==> config.mk <==
export PLATFORM = sky130hd
export DESIGN_NAME = soft_power_switch_controller_core
export DESIGN_NICKNAME = d
export VERILOG_FILES = /design/src/sv/spsc_pkg.sv /design/src/sv/soft_power_switch_controller_core.sv
export SDC_FILE = /design/constraint.sdc
export NUM_CORES = 1
export LEC_CHECK = 0
export ABC_CLOCK_PERIOD_IN_PS = 5200
export BUFFER_PORTS_ARGS = -buffer_cell sky130_fd_sc_hd__buf_2
export CORE_MARGIN = 3
export CORE_UTILIZATION = 47
export DETAILED_ROUTE_END_ITERATION = 16
export PLACE_DENSITY = 0.73
export REMOVE_ABC_BUFFERS = 1
export SYNTH_ARGS = -nofsm -noshare
export SYNTH_HDL_FRONTEND = slang
export SYNTH_SLANG_ARGS = --single-unit
==> constraint.sdc <==
create_clock -name clk -period 5.2 [get_ports clk]
set_input_delay 0.52 -clock clk [delete_from_list [all_inputs] [get_ports clk]]
set_output_delay 0.52 -clock clk [all_outputs]
set_load 0.01 [all_outputs]
==> src/sv/spsc_pkg.sv <==
// ----------------------------------------------------------------------------
// spsc_pkg
// Shared types and constants of the soft power switch controller.
// ----------------------------------------------------------------------------
package spsc_pkg;

    localparam int CfgIdxW  = 3;
    localparam int CfgDataW = 16;
    localparam int HoldW    = 16;
    localparam int SettleW  = 8;

    typedef enum logic [CfgIdxW-1:0] {
        CfgAtxMode        = 3'd0,
        CfgRestoreEnable  = 3'd1,
        CfgPowerdownTicks = 3'd2,
        CfgTurboTicks     = 3'd3,
        CfgOnSettleTicks  = 3'd4,
        CfgOffSettleTicks = 3'd5
    } cfg_idx_t;

    localparam logic             RstAtxMode        = 1'b1;
    localparam logic             RstRestoreEnable  = 1'b1;
    localparam logic [HoldW-1:0] RstPowerdownTicks = 16'd500;
    localparam logic [HoldW-1:0] RstTurboTicks     = 16'd100;
    localparam logic [SettleW-1:0] RstOnSettle     = 8'd10;
    localparam logic [SettleW-1:0] RstOffSettle    = 8'd1;

    // Hold counter wraps to zero when it reaches this value
    localparam logic [HoldW-1:0] HoldWrap = 16'd65530;

endpackage

==> src/sv/soft_power_switch_controller_core.sv <==
// ----------------------------------------------------------------------------
// soft_power_switch_controller_core
// Soft power-button controller: tick and restore transactions in, one
// result transaction (power, turbo, persist flags) out for each.
// ----------------------------------------------------------------------------
//  channel   direction  handshake                 payload
//  item      in         item_valid / item_stall   cmd button_pressed saved_*
//  result    out        result_valid / result_stall supply_on turbo_on persist_*
//  cfg       in         cfg_valid / cfg_ready     cfg_index cfg_data
//
//  One transaction per cycle while item_stall is low; its result is registered.
//  The state update and result come from one pass of logic on the state regs.
//  A two-entry output (result register plus skid) absorbs one result stall;
//  item_stall rises only while the skid entry is full.
//  Reset (rst_n low, async) clears state, config to defaults, no valid result.
// ----------------------------------------------------------------------------
module soft_power_switch_controller_core (
    input  logic                          clk,
    input  logic                          rst_n,
    input  logic                          item_valid,
    output logic                          item_stall,
    input  logic                          cmd,
    input  logic                          button_pressed,
    input  logic                          saved_power,
    input  logic                          saved_turbo,
    output logic                          result_valid,
    input  logic                          result_stall,
    output logic                          supply_on,
    output logic                          turbo_on,
    output logic                          persist_power,
    output logic                          persist_turbo,
    input  logic                          cfg_valid,
    output logic                          cfg_ready,
    input  logic [spsc_pkg::CfgIdxW-1:0]  cfg_index,
    input  logic [spsc_pkg::CfgDataW-1:0] cfg_data
);
    import spsc_pkg::*;

    typedef enum logic [2:0] {
        PhOffWait     = 3'd0,
        PhOnSettle    = 3'd1,
        PhOnRelease   = 3'd2,
        PhOnWait      = 3'd3,
        PhHoldSettle  = 3'd4,
        PhHold        = 3'd5
    } phase_t;

    typedef struct packed {
        logic supply;
        logic turbo;
        logic p_power;
        logic p_turbo;
    } result_t;

    // configuration
    logic               atx_mode_reg;
    logic               restore_en_reg;
    logic [HoldW-1:0]   powerdown_reg;
    logic [HoldW-1:0]   turbo_lim_reg;
    logic [SettleW-1:0] on_settle_reg;
    logic [SettleW-1:0] off_settle_reg;

    // control state
    phase_t             phase_reg, phase_next;
    logic               power_reg, power_next;
    logic               turbo_reg, turbo_next;
    logic [SettleW-1:0] settle_reg, settle_next;
    logic [HoldW-1:0]   hold_reg, hold_next;
    logic [HoldW-1:0]   hold_base;
    logic [HoldW-1:0]   hold_inc;
    logic               p_power;
    logic               p_turbo;

    // output register and skid entry
    logic    out_valid_reg;
    logic    skid_valid_reg;
    result_t out_reg;
    result_t skid_reg;
    result_t res;

    logic item_fire;
    logic out_fire;

    assign item_fire = item_valid && !item_stall;
    assign out_fire  = out_valid_reg && !result_stall;

    assign item_stall   = skid_valid_reg;
    assign cfg_ready    = 1'b1;
    assign result_valid = out_valid_reg;
    assign supply_on     = out_reg.supply;
    assign turbo_on      = out_reg.turbo;
    assign persist_power = out_reg.p_power;
    assign persist_turbo = out_reg.p_turbo;

    always_comb
    begin
        phase_next  = phase_reg;
        power_next  = power_reg;
        turbo_next  = turbo_reg;
        settle_next = settle_reg;
        hold_next   = hold_reg;
        p_power     = 1'b0;
        p_turbo     = 1'b0;
        hold_base   = (phase_reg == PhHoldSettle) ? '0 : hold_reg;
        hold_inc    = hold_base + HoldW'(1);
        if (hold_inc == HoldWrap)
        begin
            hold_inc = '0;
        end

        if (cmd)
        begin
            if (restore_en_reg)
            begin
                power_next  = saved_power;
                turbo_next  = saved_turbo;
                settle_next = '0;
                hold_next   = '0;
                phase_next  = saved_power ? PhOnWait : PhOffWait;
            end
        end
        else
        begin
            unique case (phase_reg)
                PhOnSettle:
                begin
                    if (settle_reg != '0)
                    begin
                        settle_next = settle_reg - SettleW'(1);
                    end
                    else
                    begin
                        phase_next = button_pressed ? PhOnRelease : PhOnWait;
                    end
                end
                PhOnRelease:
                begin
                    if (!button_pressed)
                    begin
                        phase_next = PhOnWait;
                    end
                end
                PhOnWait:
                begin
                    if (button_pressed)
                    begin
                        if (!atx_mode_reg)
                        begin
                            power_next = 1'b0;
                            p_power    = 1'b1;
                        end
                        settle_next = off_settle_reg;
                        hold_next   = '0;
                        phase_next  = PhHoldSettle;
                    end
                end
                PhHoldSettle, PhHold:
                begin
                    if (phase_reg == PhHoldSettle && settle_reg != '0)
                    begin
                        settle_next = settle_reg - SettleW'(1);
                    end
                    else
                    begin
                        phase_next = PhHold;
                        hold_next  = hold_base;
                        if (button_pressed)
                        begin
                            if (atx_mode_reg)
                            begin
                                hold_next = hold_inc;
                                if (hold_inc > powerdown_reg)
                                begin
                                    power_next = 1'b0;
                                    p_power    = 1'b1;
                                end
                            end
                        end
                        else
                        begin
                            // in ATX mode, a release strictly between the two limits flips turbo
                            if (atx_mode_reg && hold_base < powerdown_reg
                                && hold_base > turbo_lim_reg)
                            begin
                                turbo_next = !turbo_reg;
                                p_turbo    = 1'b1;
                            end
                            phase_next = power_reg ? PhOnWait : PhOffWait;
                        end
                    end
                end
                default:
                begin
                    phase_next = PhOffWait;
                    if (button_pressed)
                    begin
                        power_next  = 1'b1;
                        p_power     = 1'b1;
                        settle_next = on_settle_reg;
                        phase_next  = PhOnSettle;
                    end
                end
            endcase
        end

        res.supply  = power_next;
        res.turbo   = turbo_next;
        res.p_power = p_power;
        res.p_turbo = p_turbo;
    end

    always_ff @(posedge clk or negedge rst_n)
    begin
        if (!rst_n)
        begin
            atx_mode_reg   <= RstAtxMode;
            restore_en_reg <= RstRestoreEnable;
            powerdown_reg  <= RstPowerdownTicks;
            turbo_lim_reg  <= RstTurboTicks;
            on_settle_reg  <= RstOnSettle;
            off_settle_reg <= RstOffSettle;
            phase_reg      <= PhOffWait;
            power_reg      <= 1'b0;
            turbo_reg      <= 1'b0;
            settle_reg     <= '0;
            hold_reg       <= '0;
            out_valid_reg  <= 1'b0;
            skid_valid_reg <= 1'b0;
        end
        else
        begin
            if (cfg_valid && cfg_ready)
            begin
                unique case (cfg_idx_t'(cfg_index))
                    CfgAtxMode:        atx_mode_reg   <= cfg_data[0];
                    CfgRestoreEnable:  restore_en_reg <= cfg_data[0];
                    CfgPowerdownTicks: powerdown_reg  <= cfg_data;
                    CfgTurboTicks:     turbo_lim_reg  <= cfg_data;
                    CfgOnSettleTicks:  on_settle_reg  <= cfg_data[SettleW-1:0];
                    CfgOffSettleTicks: off_settle_reg <= cfg_data[SettleW-1:0];
                    default:           ;
                endcase
            end

            if (item_fire)
            begin
                phase_reg  <= phase_next;
                power_reg  <= power_next;
                turbo_reg  <= turbo_next;
                settle_reg <= settle_next;
                hold_reg   <= hold_next;
            end

            // drain skid first, then load new results where there is room
            if (skid_valid_reg)
            begin
                if (out_fire)
                begin
                    out_reg        <= skid_reg;
                    skid_valid_reg <= 1'b0;
                end
            end
            else if (item_fire)
            begin
                if (!out_valid_reg || out_fire)
                begin
                    out_reg       <= res;
                    out_valid_reg <= 1'b1;
                end
                else
                begin
                    skid_reg       <= res;
                    skid_valid_reg <= 1'b1;
                end
            end
            else if (out_fire)
            begin
                out_valid_reg <= 1'b0;
            end
        end
    end

endmodule

==> impl_metrics.json <==
{
  "core_area_sq_um": 12300,
  "fp.dieW_um": 119,
  "syn_inst": 664,
  "synth_xor_area_share_pct": 2.77,
  "drt-initial-drc-count": 388,
  "fin_crit_sh_pct": 91.1,
  "cp_data_required_time_ns": 5.37,
  "setup_viol": 0,
  "synth_fa_ha_area_share_pct": 9.72,
  "grt_first_pass_wirelength_um": 24100,
  "r2r_cells": 13,
  "synth.area.mux_share_pct": 7.32,
  "synthTopCellsByArea": "dfrtp_1, ha_1, mux2_2",
  "clkLatencyLatePin_ns": 0.36,
  "antenna_found_initial": 0,
  "route.detailed.drc": 0,
  "synth_edf_count": 8,
  "regArea_sq_um": 2280,
  "grt-ovfl-total": 0,
  "hold_viol_final": 0,
  "wl_um": 14600,
  "grt_pass1_vias": 4820,
  "synth_top_area_share_pct": 28.0,
  "dp_cells": 842,
  "maxSlewViolCount": 0,
  "grt_util_met3_pct": 3.99,
  "viasPerCell": 5.78,
  "yosys.area_share.simple_pct": 18.5,
  "h-tree-depth": 3,
  "drive_gt1_share_pct": 17.2,
  "path_delay_family": "simple AND/OR/NAND/NOR gates",
  "grt_start_max_net_pins": 53,
  "cts_tree": "built",
  "final.setup.worst_slack_ns": 0.462,
  "antenna_cells": 0,
  "cp_max_fo": 17,
  "max_stage_delay_ns": 0.62,
  "hpwl_um": 10900,
  "combPwrFrac_pct": 37.8,
  "tns_ns": 0,
  "slowest_stage": "dfrtp_1",
  "wl_per_cell_um": 17.0,
  "port_buffers": 33,
  "nFillCells": 1115,
  "numCtsBuffers": 9,
  "track_usage_pct": 21.3,
  "ctsLongestPathBuffers": 2,
  "place_ws_ns": 0.549,
  "rsz0062_at_grt": "no",
  "async_flop_share_pct": 91.0,
  "fin_worst_skew_ns": 0.00824,
  "cts_setup_buffers": 0,
  "tightestPinTransition_ns": 1.16,
  "die_h_um": 119,
  "ctsHoldBuffers": 0,
  "syn_to_final_growth_pct": 9.53,
  "multi_input_area_sq_um": 3390,
  "cts-root-buf": "clkbuf_16",
  "place.gp.congestion": 0.919,
  "grt_use_met1_pct": 27.5,
  "switching_share_pct": 38.7,
  "io_pins": 35,
  "synth_warnings": 0,
  "ys.flop_type": "dfrtp_1",
  "outcome": "completed",
  "p_per_area_nw_per_um2": 400,
  "p_switching_mw": 1.02,
  "clockPowerShare_pct": 23.3,
  "fmax_mhz": 211,
  "critPathKind": "flip-flop to flip-flop",
  "cts_resized": 0,
  "synth_top_family_by_area": "simple AND/OR/NAND/NOR gates",
  "worstPathCellList": "nand3_2 -> or4b_4 -> nor2_4 -> xnor2_1 -> and3_1 -> nor2_1 -> ha_1 -> nand4_1 -> or4_1 -> o211a_1 -> and2_0 -> or3_1 -> o31ai_1",
  "p_int_mw": 1.61,
  "yosysMostFrequentCell": "nand2_1",
  "path_depth": 13,
  "num-nets-final": 758,
  "rows": 40,
  "hp-class": "input pin to async pin",
  "vdd_ir_drop_max_mv": 0.129,
  "max_slew_margin_pct": 22.1,
  "synth-compound-area-share_pct": 18.1,
  "arrival_ns": 4.91,
  "synth.ff_latch_count": 89,
  "critPathBufInv": 0,
  "cp-end-kind": "flip-flop",
  "start_util_pct": 48.9,
  "busiest_layer": "met2",
  "postRouteAntennaNets": 0,
  "grtUsageMet2_pct": 36.0,
  "num_vias": 4956,
  "dr.pass1.iters": 5,
  "yosysTopAreaCell": "dfrtp_1",
  "yosysSeqAreaShare_pct": 38.1,
  "maxCapViolCount": 0,
  "synth_cell_types": 74,
  "syn_avg_cell_area_sq_um": 9.03,
  "start_kind": "flip-flop",
  "stdcell_count": 858,
  "cts.sinks": 89,
  "synth_commonest_cells": "nand2_1, dfrtp_1, o21ai_0",
  "layout_min_cycle_time_ns": 4.74,
  "die_area_sq_um": 14200,
  "seqPwrFrac_pct": 38.9,
  "path_clk_slew_ns": 0.07,
  "syn_area_sq_um": 6000,
  "p_leak_nw": 2.99
}
[cells by family (layout without fill, tap and decap cells)]
kind of cell / count (synthesis) / in the layout
xor gates and xnor gates: 19 / 19
DFF: 89 / 89
other: 1 / 1
buffers and inverters: 81 / 107
muxes: 39 / 39
adders and majority gates: 47 / 47
and+or+nand+nor: 222 / 222
AOI/OAI and AO/OA: 166 / 166
[area by class of cell]
type                            count  area share [%]
Clock buffer                       11            3.54
Multi-Input combinational cell    494            51.6
Sequential cell                    89            34.8
Inverter                           49            2.80
Timing Repair Buffer               42            3.58
Tap cell                          168            3.20
Clock inverter                      5           0.476
[cell usage in the layout, fill, tap and decap left out, types with 4 or more instances in the layout]
cell type and instances:
xnor2_1 11, buf_2 32, nand2_1 74, a22o_1 4, dfstp_2 14, nor3b_1 4
o21ai_0 54, nand3_1 13, ha_1 45, a21oi_1 28, dfrtp_1 67, clkbuf_16 9
edfxtp_1 8, a221oi_1 4, mux2_2 39, o22ai_1 7, xor2_1 8, inv_1 49
a21o_1 11, o211ai_1 6, nand4_1 9, o31ai_1 8, buf_4 10, nor4_1 7
a211oi_1 4, and2_1 12, nor2_1 49, nor2b_1 7, and3_1 6, nor3_1 14
a22oi_1 7
[power by group through the flow]
stage	Clock [mW]	Combinational, mW	Sequential (mW)
floorplan	0	0.673	1.04
global placement	0	0.951	1.02
detailed placement	0	0.983	1.03
CTS	0.621	0.992	1.02
global route	0.652	1.12	1.04
finish	0.613	0.995	1.02
[through the flow]
| stage | hold WS [ns] | area (sq um) | power, mW | util [%] |
|---|---|---|---|---|
| floorplan | 0.224 | 5860 | 1.71 | - |
| global route | 0.112 | 6570 | 2.82 | 53.6 |
| finish | 0.0851 | 6570 | 2.63 | 53.6 |
| global placement | 0.477 | 6310 | 1.98 | 51.4 |
| detailed placement | 0.481 | 6310 | 2.02 | 51.4 |
| CTS | 0.106 | 6570 | 2.63 | 53.6 |
[final timing paths]
kind,start,endpoint,slack (ns)
max,hold_reg[0],supply_on,0.46
min in group clk,cfg_data[10],powerdown_reg[10],0.38
max in group asynchronous,rst_n,turbo_lim_reg[10],4.08
max reg2reg,hold_reg[0],supply_on,0.46
min reg2reg,turbo_lim_reg[11],turbo_lim_reg[11],0.51
min,rst_n,settle_reg[2],0.09
[worst register-to-register path, stage by stage, from the launching register on]
cell     delay [ns]
dfrtp_1        0.62
nand3_2        0.20
or4b_4         0.59
nor2_4         0.15
xnor2_1        0.17
and3_1         0.61
nor2_1         0.12
ha_1           0.33
nand4_1        0.15
or4_1          0.59
o211a_1        0.15
and2_0         0.13
or3_1          0.45
o31ai_1        0.29
[per-layer routing]
metal | vias up | share of wire, %
li1 | 2436 | -
met1 | 2394 | 45
met2 | 101 | 49
met3 | 25 | 3.6
met4 | 0 | 2.3
met5 | - | 0
Note: power is estimated with default switching activity, not from simulation.
